==> src/sv/wbps_pkg.sv <==
// ----------------------------------------------------------------------------
// wbps_pkg: shared types and codes for the wildcard byte pattern search core
// Register indexes of the configuration port and the pattern settings that
// the front end sees as one bundle.
// ----------------------------------------------------------------------------
package wbps_pkg;

    localparam int CFG_DATA_W  = 64;
    localparam int CFG_INDEX_W = 2;
    localparam int PAT_BYTES   = 16;

    localparam logic [CFG_INDEX_W-1:0] REG_PATTERN_LOW    = 2'd0;
    localparam logic [CFG_INDEX_W-1:0] REG_PATTERN_HIGH   = 2'd1;
    localparam logic [CFG_INDEX_W-1:0] REG_CARE_MASK      = 2'd2;
    localparam logic [CFG_INDEX_W-1:0] REG_PATTERN_LENGTH = 2'd3;

    typedef struct packed {
        logic [63:0] pattern_high;
        logic [63:0] pattern_low;
        logic [15:0] care_mask;
        logic [4:0]  pattern_length;
    } cfg_t;

endpackage

==> src/sv/wbps_queue.sv <==
// ----------------------------------------------------------------------------
// wbps_queue: two-entry queue between front and back
// Holds match addresses so either side can stall on its own.
// ----------------------------------------------------------------------------
module wbps_queue #(
    parameter int WIDTH = 48
) (
    input  logic             aclk,
    input  logic             aresetn,
    input  logic             push,
    input  logic [WIDTH-1:0] push_data,
    input  logic             pop,
    output logic             full,
    output logic             nonempty,
    output logic [WIDTH-1:0] head_data
);
    localparam int DEPTH = 2;

    logic [WIDTH-1:0] mem_reg [DEPTH];
    logic             wr_ptr_reg, wr_ptr_next;
    logic             rd_ptr_reg, rd_ptr_next;
    logic [1:0]       count_reg, count_next;

    always_comb begin
        wr_ptr_next = push ? ~wr_ptr_reg : wr_ptr_reg;
        rd_ptr_next = pop ? ~rd_ptr_reg : rd_ptr_reg;
        count_next  = count_reg;
        if (push && !pop) begin
            count_next = count_reg + 2'd1;
        end else if (pop && !push) begin
            count_next = count_reg - 2'd1;
        end
    end

    always_ff @(posedge aclk) begin
        if (!aresetn) begin
            wr_ptr_reg <= 1'b0;
            rd_ptr_reg <= 1'b0;
            count_reg  <= 2'd0;
        end else begin
            wr_ptr_reg <= wr_ptr_next;
            rd_ptr_reg <= rd_ptr_next;
            count_reg  <= count_next;
        end
    end

    always_ff @(posedge aclk) begin
        if (push) begin
            mem_reg[wr_ptr_reg] <= push_data;
        end
    end

    assign full      = (count_reg == 2'(DEPTH));
    assign nonempty  = (count_reg != 2'd0);
    assign head_data = mem_reg[rd_ptr_reg];

endmodule

==> src/sv/wbps_front.sv <==
// ----------------------------------------------------------------------------
// wbps_front: byte window, fill count and masked compare
// Shifts each accepted byte into the window and flags a full, matching window.
// ----------------------------------------------------------------------------
module wbps_front #(
    parameter int MAX_PATTERN_BYTES = 16,
    parameter int ADDRESS_BITS      = 48,
    parameter int CW                = 5
) (
    input  logic                    aclk,
    input  logic                    aresetn,
    input  wbps_pkg::cfg_t          cfg,
    input  logic [CW-1:0]           len_eff,
    input  logic                    accept,
    input  logic [7:0]              data_byte,
    input  logic [ADDRESS_BITS-1:0] byte_address,
    input  logic                    region_start,
    output logic                    push,
    output logic [ADDRESS_BITS-1:0] push_addr
);
    import wbps_pkg::*;

    localparam int IW = (MAX_PATTERN_BYTES > 1) ? $clog2(MAX_PATTERN_BYTES) : 1;
    localparam int NP = (MAX_PATTERN_BYTES < PAT_BYTES) ? MAX_PATTERN_BYTES : PAT_BYTES;

    logic [7:0]    win_reg  [MAX_PATTERN_BYTES];
    logic [7:0]    win_next [MAX_PATTERN_BYTES];
    logic [CW-1:0] fill_reg, fill_next;
    logic          hit;
    logic [127:0]  pat_bytes;

    assign pat_bytes = {cfg.pattern_high, cfg.pattern_low};

    // index 0 holds the newest byte; a region start drops all older bytes
    always_comb begin
        for (int k = 0; k < MAX_PATTERN_BYTES; k++) begin
            if (k == 0) begin
                win_next[k] = data_byte;
            end else if (region_start) begin
                win_next[k] = 8'h00;
            end else begin
                win_next[k] = win_reg[k-1];
            end
        end
        if (region_start) begin
            fill_next = CW'(1);
        end else if (fill_reg < CW'(MAX_PATTERN_BYTES)) begin
            fill_next = fill_reg + CW'(1);
        end else begin
            fill_next = fill_reg;
        end
    end

    // pattern position j sits at window index len-1-j
    always_comb begin : cmp
        logic          ok;
        logic [CW-1:0] idx_w;
        ok    = 1'b1;
        idx_w = '0;
        for (int j = 0; j < NP; j++) begin
            idx_w = len_eff - CW'(1) - CW'(j);
            if ((CW'(j) < len_eff) && cfg.care_mask[j] &&
                (win_next[idx_w[IW-1:0]] != pat_bytes[8*j +: 8])) begin
                ok = 1'b0;
            end
        end
        hit = ok && (fill_next >= len_eff);
    end

    always_ff @(posedge aclk) begin
        if (!aresetn) begin
            fill_reg <= '0;
        end else if (accept) begin
            fill_reg <= fill_next;
        end
    end

    always_ff @(posedge aclk) begin
        if (accept) begin
            for (int k = 0; k < MAX_PATTERN_BYTES; k++) begin
                win_reg[k] <= win_next[k];
            end
        end
    end

    assign push      = accept && hit;
    assign push_addr = byte_address;

endmodule

==> src/sv/wbps_back.sv <==
// ----------------------------------------------------------------------------
// wbps_back: result stage
// Pops queued hits, rebases the address to the first matched byte, holds it
// in the output register until taken.
// ----------------------------------------------------------------------------
module wbps_back #(
    parameter int ADDRESS_BITS = 48,
    parameter int CW           = 5
) (
    input  logic                    aclk,
    input  logic                    aresetn,
    input  logic [CW-1:0]           len_eff,
    input  logic                    q_nonempty,
    input  logic [ADDRESS_BITS-1:0] q_addr,
    output logic                    pop,
    output logic                    m_valid,
    input  logic                    m_ready,
    output logic [ADDRESS_BITS-1:0] match_address
);
    logic                    valid_reg, valid_next;
    logic [ADDRESS_BITS-1:0] addr_reg;

    assign pop = q_nonempty && (!valid_reg || m_ready);

    always_comb begin
        valid_next = valid_reg;
        if (pop) begin
            valid_next = 1'b1;
        end else if (m_ready) begin
            valid_next = 1'b0;
        end
    end

    always_ff @(posedge aclk) begin
        if (!aresetn) begin
            valid_reg <= 1'b0;
        end else begin
            valid_reg <= valid_next;
        end
    end

    // wraps modulo the address width
    always_ff @(posedge aclk) begin
        if (pop) begin
            addr_reg <= q_addr - ADDRESS_BITS'(len_eff - CW'(1));
        end
    end

    assign m_valid       = valid_reg;
    assign match_address = addr_reg;

endmodule

==> src/sv/wildcard_byte_pattern_search_core.sv <==
// ----------------------------------------------------------------------------
// wildcard_byte_pattern_search_core: masked byte pattern search over a stream
// Scans one memory byte per beat and reports the start address of each window
// that matches the configured pattern, with unmasked bytes as wildcards.
// ----------------------------------------------------------------------------
// Takes one byte per clock while the queue is not full. A beat is accepted
// on s_tvalid && s_tready; the front end shifts it into a window of the last
// MAX_PATTERN_BYTES bytes and does the masked compare in that same cycle, so
// a matching beat drops its address into a two-entry queue. The back end pops
// the queue, subtracts (pattern_length - 1) to point at the first matched byte
// and holds the result on m_tdata until m_tready. Each accepted byte's result
// passes the queue, then the output register. s_tready drops only while the
// queue is full, which happens only when the output has stalled. Set
// s_tuser on the first byte of each contiguous region, and also after any
// gap left by a failed read: the window is cleared then, and no match spans
// the boundary. Write the pattern registers only while the block is idle; a
// new pattern_length applies at once to the bytes already held. A length of
// zero acts as one, a length above MAX_PATTERN_BYTES as MAX_PATTERN_BYTES,
// and pattern positions beyond sixteen are wildcards.
// ----------------------------------------------------------------------------
module wildcard_byte_pattern_search_core #(
    parameter int MAX_PATTERN_BYTES = 16,
    parameter int ADDRESS_BITS      = 48
) (
    input  logic                                     aclk,
    input  logic                                     aresetn,
    // configuration write port
    input  logic                                     cfg_wr_en,
    input  logic [wbps_pkg::CFG_INDEX_W-1:0]         cfg_index,
    input  logic [wbps_pkg::CFG_DATA_W-1:0]          cfg_wdata,
    // input stream
    input  logic                                     s_tvalid,
    output logic                                     s_tready,
    // data_byte [7:0], byte_address [8 +: ADDRESS_BITS], zero fill above
    input  logic [((8+ADDRESS_BITS+7)/8)*8-1:0]      s_tdata,
    // region_start
    input  logic                                     s_tuser,
    // result stream
    output logic                                     m_tvalid,
    input  logic                                     m_tready,
    // match_address [ADDRESS_BITS-1:0], zero fill above
    output logic [((ADDRESS_BITS+7)/8)*8-1:0]        m_tdata
);
    import wbps_pkg::*;

    localparam int M_TDATA_W = ((ADDRESS_BITS + 7) / 8) * 8;
    localparam int CW        = $clog2(MAX_PATTERN_BYTES + 1);

    cfg_t                    cfg_reg;
    logic [CW-1:0]           len_eff;
    logic                    accept;
    logic                    push;
    logic [ADDRESS_BITS-1:0] push_addr;
    logic                    q_full;
    logic                    q_nonempty;
    logic [ADDRESS_BITS-1:0] q_head;
    logic                    pop;
    logic [ADDRESS_BITS-1:0] match_address;

    // register file: written on any beat of the write enable
    always_ff @(posedge aclk) begin
        if (!aresetn) begin
            cfg_reg.pattern_low    <= '0;
            cfg_reg.pattern_high   <= '0;
            cfg_reg.care_mask      <= '0;
            cfg_reg.pattern_length <= 5'd1;
        end else if (cfg_wr_en) begin
            case (cfg_index)
                REG_PATTERN_LOW:    cfg_reg.pattern_low    <= cfg_wdata;
                REG_PATTERN_HIGH:   cfg_reg.pattern_high   <= cfg_wdata;
                REG_CARE_MASK:      cfg_reg.care_mask      <= cfg_wdata[15:0];
                REG_PATTERN_LENGTH: cfg_reg.pattern_length <= cfg_wdata[4:0];
                default: ;
            endcase
        end
    end

    // clamp the length into 1..MAX_PATTERN_BYTES
    always_comb begin
        if (cfg_reg.pattern_length == 5'd0) begin
            len_eff = CW'(1);
        end else if (32'(cfg_reg.pattern_length) > MAX_PATTERN_BYTES) begin
            len_eff = CW'(MAX_PATTERN_BYTES);
        end else begin
            len_eff = CW'(cfg_reg.pattern_length);
        end
    end

    // hold off input only while the queue is full
    assign s_tready = !q_full;
    assign accept   = s_tvalid && s_tready;

    wbps_front #(
        .MAX_PATTERN_BYTES (MAX_PATTERN_BYTES),
        .ADDRESS_BITS      (ADDRESS_BITS),
        .CW                (CW)
    ) u_front (
        .aclk         (aclk),
        .aresetn      (aresetn),
        .cfg          (cfg_reg),
        .len_eff      (len_eff),
        .accept       (accept),
        .data_byte    (s_tdata[7:0]),
        .byte_address (s_tdata[8 +: ADDRESS_BITS]),
        .region_start (s_tuser),
        .push         (push),
        .push_addr    (push_addr)
    );

    wbps_queue #(
        .WIDTH (ADDRESS_BITS)
    ) u_queue (
        .aclk      (aclk),
        .aresetn   (aresetn),
        .push      (push),
        .push_data (push_addr),
        .pop       (pop),
        .full      (q_full),
        .nonempty  (q_nonempty),
        .head_data (q_head)
    );

    wbps_back #(
        .ADDRESS_BITS (ADDRESS_BITS),
        .CW           (CW)
    ) u_back (
        .aclk          (aclk),
        .aresetn       (aresetn),
        .len_eff       (len_eff),
        .q_nonempty    (q_nonempty),
        .q_addr        (q_head),
        .pop           (pop),
        .m_valid       (m_tvalid),
        .m_ready       (m_tready),
        .match_address (match_address)
    );

    // zero-extend the address into the byte-wide bus
    assign m_tdata = M_TDATA_W'(match_address);

endmodule

==> config.mk <==
export PLATFORM = sky130hd
export DESIGN_NAME = wildcard_byte_pattern_search_core
export DESIGN_NICKNAME = d
export VERILOG_FILES = /design/src/sv/wbps_pkg.sv /design/src/sv/wbps_queue.sv /design/src/sv/wbps_front.sv /design/src/sv/wbps_back.sv /design/src/sv/wildcard_byte_pattern_search_core.sv
export SDC_FILE = /design/constraint.sdc
export NUM_CORES = 1
export LEC_CHECK = 0
export BUFFER_PORTS_ARGS = -buffer_cell sky130_fd_sc_hd__buf_2
export CAP_MARGIN = 10
export CORE_ASPECT_RATIO = 1.4
export CORE_MARGIN = 1.5
export CORE_UTILIZATION = 40
export CTS_BUF_LIST = sky130_fd_sc_hd__clkbuf_4 sky130_fd_sc_hd__clkbuf_8
export CTS_CLUSTER_DIAMETER = 50
export CTS_CLUSTER_SIZE = 14
export DETAILED_ROUTE_END_ITERATION = 10
export GPL_TIMING_DRIVEN = 0
export PLACE_DENSITY = 0.56
export SLEW_MARGIN = 20
export SYNTH_ARGS = -nofsm -noshare
export SYNTH_HDL_FRONTEND = slang
export SYNTH_SLANG_ARGS = --single-unit
==> constraint.sdc <==
create_clock -name aclk -period 18.53 [get_ports aclk]
set_clock_uncertainty 0.05 [all_clocks]
set_input_delay 3.706 -clock aclk [delete_from_list [all_inputs] [get_ports aclk]]
set_output_delay 3.706 -clock aclk [all_outputs]
set_load 0.005 [all_outputs]
==> results of run 1 <==
[worst min-delay path by stage]
stage / start / end / depth (start not counted)
after CTS: cfg_reg[15]$_SDFFE_PN0P_ / cfg_reg[15]$_SDFFE_PN0P_ / 2
after global placement: cfg_reg[20]$_SDFFE_PN0P_ / cfg_reg[20]$_SDFFE_PN0P_ / 2
after floorplan: cfg_reg[6]$_SDFFE_PN0P_ / cfg_reg[6]$_SDFFE_PN0P_ / 2
after global routing: cfg_reg[15]$_SDFFE_PN0P_ / cfg_reg[15]$_SDFFE_PN0P_ / 2
after detailed placement: cfg_reg[15]$_SDFFE_PN0P_ / cfg_reg[15]$_SDFFE_PN0P_ / 2
final: cfg_reg[15]$_SDFFE_PN0P_ / cfg_reg[15]$_SDFFE_PN0P_ / 2
[through the flow]
stage	hold slack [ns]	util
after global placement	0.4082	0.4318
after floorplan	0.3888	-
after global routing	0.4371	0.4535
after detailed placement	0.4107	0.4351
after CTS	0.4230	0.4533
final	0.4223	0.4536
[layer usage]
layer | routed length (um) | GRT usage | share of wire
met5 | 57 | 0 | 0.00050
met1 | 40450 | 0.3519 | 0.35
met4 | 10850 | 0.2566 | 0.094
met3 | 7340 | 0.05487 | 0.064
met2 | 56420 | 0.5653 | 0.49
[area by class of cell]
class,instances,area (um2)
fillers,6416,36930
clock buffers,60,775.7
multi-input cells,1892,15210
flip-flops and latches,424,11130
well taps,862,1079
inverters,51,203.9
clock inverters,34,449.2
diodes,4,10.01
repair buffers,183,1028
plain buffers,180,765.7
[cell families after synthesis]
group,count (synthesis)
compound gates,530
simple gates,817
buf+inv,231
mux,295
fa+ha+maj,67
flops,424
xor+xnor,183
[power groups by stage]
stage	clock network [W]	registers, W	logic [W]
global placement	0	0.00134	0.00124
finish	0.000821	0.00131	0.00129
detailed placement	0	0.00132	0.00128
floorplan	0	0.00131	0.000818
CTS	0.000835	0.00130	0.00128
global route	0.000866	0.00132	0.00138
[worst reg2reg max path: cells and delay by family (launching register included)]
family / cells / cell delay (ns)
buf+inv: 13 / 6.43
mux: 1 / 0.44
flops: 1 / 0.34
fa+ha+maj: 2 / 1.05
xor+xnor: 1 / 0.16
simple gates: 6 / 1.71
compound gates: 1 / 0.17
[cell usage after synthesis, drive strengths merged, types with 10 or more instances]
cell type	count	area (um2)
nor4	16	106.4
o21ai	54	270.3
a21boi	152	1141
nand2b	21	131.4
a22oi	52	390.4
a211oi	17	132.6
mux4	154	3468
a21oi	83	415.4
dfxtp	160	3203
nor3	21	105.1
nor2b	134	838.3
a21o	38	285.3
a221o	10	100.1
nor2	67	251.5
xor2	87	762.0
nand3	41	205.2
edfxtp	264	7928
a31oi	15	93.84
a221oi	15	143.9
o211ai	13	97.59
nand4	49	306.5
ha	64	800.8
mux2	53	596.8
xnor2	96	863.3
and2	20	125.1
inv	50	192.7
mux2i	88	880.8
and3	12	75.07
buf	42	242.7
clkbuf	138	518.0
nand2	397	1506
==> metrics.md, run 1 <==
| Metric | Value |
|---|---|
| Outcome | `completed` |
| Worst vdd ir | `0.00006255 V` |
| CTS clk-pin slew, worst paths | `0.10 ns` |
| Detailed Routing Iterations Pass 1 | `6` |
| WL/cell | `31.20 um` |
| Clock Sinks | `424` |
| CP Class | `flip-flop to flip-flop` |
| PostCTS Resize Cnt | `0` |
| Post-route minimum period | `10.72 ns` |
| Overall routing resource usage | `0.3263` |
| Adder-cell share of the synthesized area | `0.03088` |
| Final total power | `0.003416 W` |
| Clk root buf | `clkbuf_8` |
| Setup TNS | `0 ns` |
| Via density | `6.122` |
| Pint | `0.002135 W` |
| Power per cell area | `111.4 nW/um2` |
| Postcts setup bufs | `0` |
| Buf/Inv on CP | `13` |
| Largest family of logic cells by synthesized area | `multiplexers` |
| Max_slew headroom | `0.1647` |
| Crit-path cells | `clkbuf_1 -> nand2b_1 -> clkbuf_1 -> buf_1 -> buf_2 -> ha_1 -> clkbuf_1 -> inv_1 -> clkbuf_1 -> clkbuf_2 -> ha_1 -> clkbuf_1 -> clkbuf_1 -> clkbuf_1 -> mux4_2 -> xnor2_1 -> nand4_1 -> nor2_1 -> o21ai_1 -> nor4_2 -> nand4_1 -> inv_1 -> and2_4 -> buf_12` |
| Area grow syn2layout | `12.57%` |
| Core Rows | `113` |
| Clk pwr share | `0.240` |
| Post-Synth Simple-Gate Area | `0.1455` |
| Antenna violations before repair | `9` |
| Number of DRC markers in iteration 0 | `2129` |
| Crit-path max cell delay | `0.84 ns` |
| Sw Ratio | `0.3749` |
| Slowest cell on crit path | `buf_1` |
| Synth Instances | `2547` |
| Clk_lat worst skew | `0.74 ns` |
| Final worst setup slack | `7.812 ns` |
| Max-cap violations | `0` |
| Die Area | `69670 um2` |
| Drt drc | `0` |
| Worst Path Max Fanout | `28` |
| XOR/XNOR share of the synthesized area | `0.05969` |
| Vias in the first global route | `22450` |
| Synth Area in Compound Gates | `0.1384` |
| ANT nets after route | `0` |
| RSZ-0062 raised after global routing | `false` |
| Max Fclk | `0.09330 GHz` |
| Layout cells sized above 1 | `0.1958` |
| Top FF cell, synth | `edfxtp_1` |
| Synth Net Count | `2740` |
| Worst slack at placement | `7.565 ns` |
| Worst Reg-to-Reg Cells | `24` |
| Setup-failing EPs final | `0` |
| CP Capture Point | `u_queue.mem_reg[1][34]$_DFFE_PP_` |
| Die H | `311.7 um` |
| Syn_area_per_cell | `10.69 um2` |
| Warnings, synthesis | `0` |
| Required time of the critical path | `18.86 ns` |
| Largest net degree at the start of global routing | `97` |
| Initial Utilization | `0.4029` |
| #FFs+latches synth | `424` |
| Placed cell area | `29410 um2` |
| Hold Crit Class | `flip-flop to flip-flop` |
| P_leak | `10.91 nW` |
| Worst-margin pin slew | `1.253 ns` |
| First-pass GRT wire length | `161.6 mm` |
| RD Place Congestion | `1.027` |
| Post-synthesis async set-or-reset flop share | `0` |
| Slew Limit Fails | `0` |
| # IOs | `178` |
| Core footprint | `67580 um2` |
| Final WL | `115.1 mm` |
| Library cells used by synthesis | `86` |
| Register area share after synthesis | `0.4088` |
| H-tree levels | `2` |
| Worst Setup End Kind | `flip-flop` |
| Cts bufs inserted | `51` |
| Die Width | `223.5 um` |
| CP arrival | `11.05 ns` |
| Most frequent CP cell | `clkbuf_1` |
| Commonest non-fill, non-tap cell in the layout | `nand2_1` |
| Final instance area | `30650 um2` |
| Hold-fix buffers, CTS | `0` |
| R2r endpoint | `u_queue.mem_reg[1][34]$_DFFE_PP_` |
| Proportion of synthesized area in mux cells | `0.1816` |
| Worst path top cell family by delay | `buffers and inverters` |
| Cells after DPL | `3592` |
| DP HPWL | `91.69 mm` |
| GR Overflow Total | `0` |
| Vias | `22590` |
| Post-synth EDFFs | `264` |
| CTS tree | `yes` |
| RR Startpoint | `cfg_reg[4]$_SDFFE_PN0P_` |
| Port bufs | `174` |
| Max FFs per register | `149` |
| Most frequent cells in the layout | `nand2_1, edfxtp_1, buf_2` |
| CP startpoint | `cfg_reg[4]$_SDFFE_PN0P_` |
| Final Hold Violating Endpoints | `0` |
| Type of origin of the critical path | `flip-flop` |
| Post-route clock period utilization | `0.5784` |
| Sequential Power Share | `0.382` |
| R2R Setup Slk | `7.81 ns` |
| Clock tree buffer depth | `3` |
| Final std cells w/o fill | `3690` |
| Final #Nets | `2976` |
| Switching pwr | `0.001281 W` |
| Combinational Power Share | `0.377` |
| WP depth | `24` |
| Synthesized cell area | `27230 um2` |
Power figures use the tool's default switching activity.
==> run 2: changes to the inputs <==
--- a/config.mk
+++ b/config.mk
@@ -5,6 +5,7 @@
 export SDC_FILE = /design/constraint.sdc
 export NUM_CORES = 1
 export LEC_CHECK = 0
+export ABC_AREA = 1
 export BUFFER_PORTS_ARGS = -buffer_cell sky130_fd_sc_hd__buf_2
 export CAP_MARGIN = 10
 export CORE_ASPECT_RATIO = 1.4
@@ -15,7 +16,7 @@
 export CTS_CLUSTER_SIZE = 14
 export DETAILED_ROUTE_END_ITERATION = 10
 export GPL_TIMING_DRIVEN = 0
-export PLACE_DENSITY = 0.56
+export PLACE_DENSITY = 0.58
 export SLEW_MARGIN = 20
 export SYNTH_ARGS = -nofsm -noshare
 export SYNTH_HDL_FRONTEND = slang
==> constraint.sdc (replaced) <==
create_clock -name aclk -period 9.5 [get_ports aclk]
set_clock_uncertainty 0.05 [all_clocks]
set_input_delay 1.9 -clock aclk [delete_from_list [all_inputs] [get_ports aclk]]
set_output_delay 1.9 -clock aclk [all_outputs]
set_load 0.005 [all_outputs]
==> metrics.md, run 2 <==
| Metric | Value |
|---|---|
| Outcome | `completed` |
| WL/cell | `28.43 um` |
| Synth Instances | `3985` |
| Worst vdd ir | `0.0002316 V` |
| Core footprint | `69040 um2` |
| Top sig layer | `met5` |
| Vias in the first global route | `28380` |
| Clk_lat worst skew | `0.76 ns` |
| FF+latch area | `11130 um2` |
| Postcts setup bufs | `0` |
| Initial Utilization | `0.4040` |
| Clk root buf | `clkbuf_8` |
| Final WL | `147.9 mm` |
| Largest net degree at the start of global routing | `98` |
| Commonest non-fill, non-tap cell in the layout | `nand2_1` |
| Via density | `5.683` |
| Required time of the critical path | `9.89 ns` |
| Final Util | `0.4528` |
| DP HPWL | `117.5 mm` |
| ANT nets after route | `0` |
| Worst Path Max Fanout | `15` |
| Met3 wire length | `10.74 mm` |
| Max_slew headroom | `0.1380` |
| Max-cap violations | `0` |
| Type of origin of the critical path | `flip-flop` |
| Hold Crit Class | `flip-flop to flip-flop` |
| Drt drc | `0` |
| Warnings, synthesis | `0` |
| CTS tree | `yes` |
| Die H | `315.4 um` |
| Clock tree buffer depth | `3` |
| Register area share after synthesis | `0.3991` |
| Final Hold Violating Endpoints | `0` |
| # fillers | `7471` |
| #FFs+latches synth | `424` |
| CP arrival | `9.41 ns` |
| P_leak | `14.46 nW` |
| Detailed Routing Iterations Pass 1 | `6` |
| Most frequent CP cell | `nand2_1` |
| H-tree levels | `2` |
| Number of DRC markers in iteration 0 | `2810` |
| Crit-path max cell delay | `0.79 ns` |
| Clock Sinks | `424` |
| Port bufs | `175` |
| M1 WL | `51.44 mm` |
| Worst-margin pin slew | `1.293 ns` |
| RSZ-0062 raised after global routing | `false` |
| Post-synth top area share | `0.2842` |
| Slew Limit Fails | `0` |
| Max FFs per register | `149` |
| Top FF cell, synth | `edfxtp_1` |
| Syn_area_per_cell | `6.999 um2` |
| Layout cells sized above 1 | `0.1025` |
| Overall routing resource usage | `0.4104` |
| Post-synthesis async set-or-reset flop share | `0` |
| Synth Net Count | `4178` |
| Synth cell count leaders | `nand2_1, nand3_1, inv_1` |
| # IOs | `178` |
| Slowest cell on crit path | `buf_1` |
| Cts bufs inserted | `51` |
| CP Class | `flip-flop to flip-flop` |
| Top-count cell post-synth | `nand2_1` |
| Die Area | `71340 um2` |
| CTS clk-pin slew, worst paths | `0.09 ns` |
| Placed cell area | `30130 um2` |
| Setup-failing EPs final | `0` |
| Area of the multi-input gates | `14550 um2` |
| Post-route minimum period | `9.013 ns` |
| Final #Nets | `4418` |
| PostCTS Resize Cnt | `0` |
| Power per cell area | `252.3 nW/um2` |
| Post-synth EDFFs | `264` |
| Final instance area | `31260 um2` |
| Synthesized cell area | `27890 um2` |
| GR Overflow Total | `0` |
| Core Rows | `114` |
| Max Fclk | `0.1109 GHz` |
| Hold-fix buffers, CTS | `0` |
| Synth top area cells | `edfxtp_1, nand2_1, nand3_1, dfxtp_1, inv_1` |
| Antenna violations before repair | `15` |
| Vias | `29560` |
| Met2 WL | `68.06 mm` |
| Die Width | `226.2 um` |
| Post-route clock period utilization | `0.9488` |
| Worst Setup End Kind | `flip-flop` |
| Most frequent cells in the layout | `nand2_1, nand3_1, inv_1` |
| Library cells used by synthesis | `49` |
| Area grow syn2layout | `12.09%` |
| RD Place Congestion | `1.030` |
| Synth area leader | `edfxtp_1` |
| First-pass GRT wire length | `203.4 mm` |
==> run 2: changes by cell type in the layout (fill, tap and decap cells not counted), moves of 110 or more <==
| cell | previous run | this run |
|---|---|---|
| a21boi_0 | 152 | 1 |
| a21oi_1 | 82 | 192 |
| inv_1 | 43 | 354 |
| mux4_2 | 154 | 0 |
| nand2_1 | 396 | 1312 |
| nand3_1 | 40 | 706 |
| nor2_1 | 63 | 253 |
| nor2b_1 | 134 | 0 |
| o21ai_0 | 50 | 208 |
==> run 2: cell type report <==
type                       count  area share
inverter                     366     0.04443
timing repair buffer         187     0.03342
multi-input combinational   3013      0.4653
antenna                        8   0.0006404
tap                          928     0.03714
clock buffer                  57     0.02409
buffer                       182     0.02738
sequential                   424      0.3561
clock inverter                36     0.01153
==> run 2: per-layer routing <==
| layer | GRT usage | vias up |
|---|---|---|
| met2 | 0.6744 | 1473 |
| li1 | - | 13690 |
| met4 | 0.4008 | 14 |
| met1 | 0.4357 | 13870 |
| met5 | 0 | - |
| met3 | 0.08113 | 512 |
==> run 2: worst paths after layout <==
path | end | cells past startpoint | from | slack (ns)
setup / recovery | u_queue.mem_reg[0][11]$_DFFE_PP_ | 31 | cfg_reg[3]$_SDFFE_PN0P_ | 0.49
hold / removal | cfg_reg[20]$_SDFFE_PN0P_ | 2 | cfg_reg[20]$_SDFFE_PN0P_ | 0.40
setup reg to reg | u_queue.mem_reg[0][11]$_DFFE_PP_ | 31 | cfg_reg[3]$_SDFFE_PN0P_ | 0.49
hold reg to reg | cfg_reg[20]$_SDFFE_PN0P_ | 2 | cfg_reg[20]$_SDFFE_PN0P_ | 0.40
==> run 2: kinds of logic (layout without fill, tap and decap cells) <==
kind of cell | count (synthesis) | after routing | share of synthesized area
AOI/OAI and AO/OA | 470 | 470 | 0.08972
and+or+nand+nor | 2371 | 2371 | 0.3642
muxes | 46 | 46 | 0.01848
xor gates and xnor gates | 61 | 61 | 0.01916
DFF | 424 | 424 | 0.3991
buffers and inverters | 548 | 828 | 0.07994
other | 0 | 8 | 0
adders and majority gates | 65 | 65 | 0.02943
==> run 2: power breakdown <==
group          switching [W]  total [W]  internal, W
registers           0.000110    0.00253      0.00242
logic                0.00270    0.00385      0.00115
clock network       0.000844    0.00151     0.000671
==> run 2: through the flow <==
step	power (W)	worst slack [ns]	hold WS, ns	cells	setup TNS (ns)
2_1_floorplan	0.004868	1.587	0.3724	3985	0
3_3_place_gp	0.006299	-3.701	0.3880	5088	-177.00
3_5_place_dp	0.006292	0.7017	0.3921	5100	0
4_1_cts	0.007821	0.6520	0.4032	5193	0
5_1_grt	0.008282	0.1395	0.4251	5195	0
6_report	0.007887	0.4868	0.4024	5201	0
==> run 2: critical path: cells and delay by family, from the launching register on <==
family	cells	cell delay, ns
adder cells (fa/ha/maj)	2	0.85
AND/OR/NAND/NOR	16	2.82
flip-flops	1	0.59
buffers and inverters	13	4.36
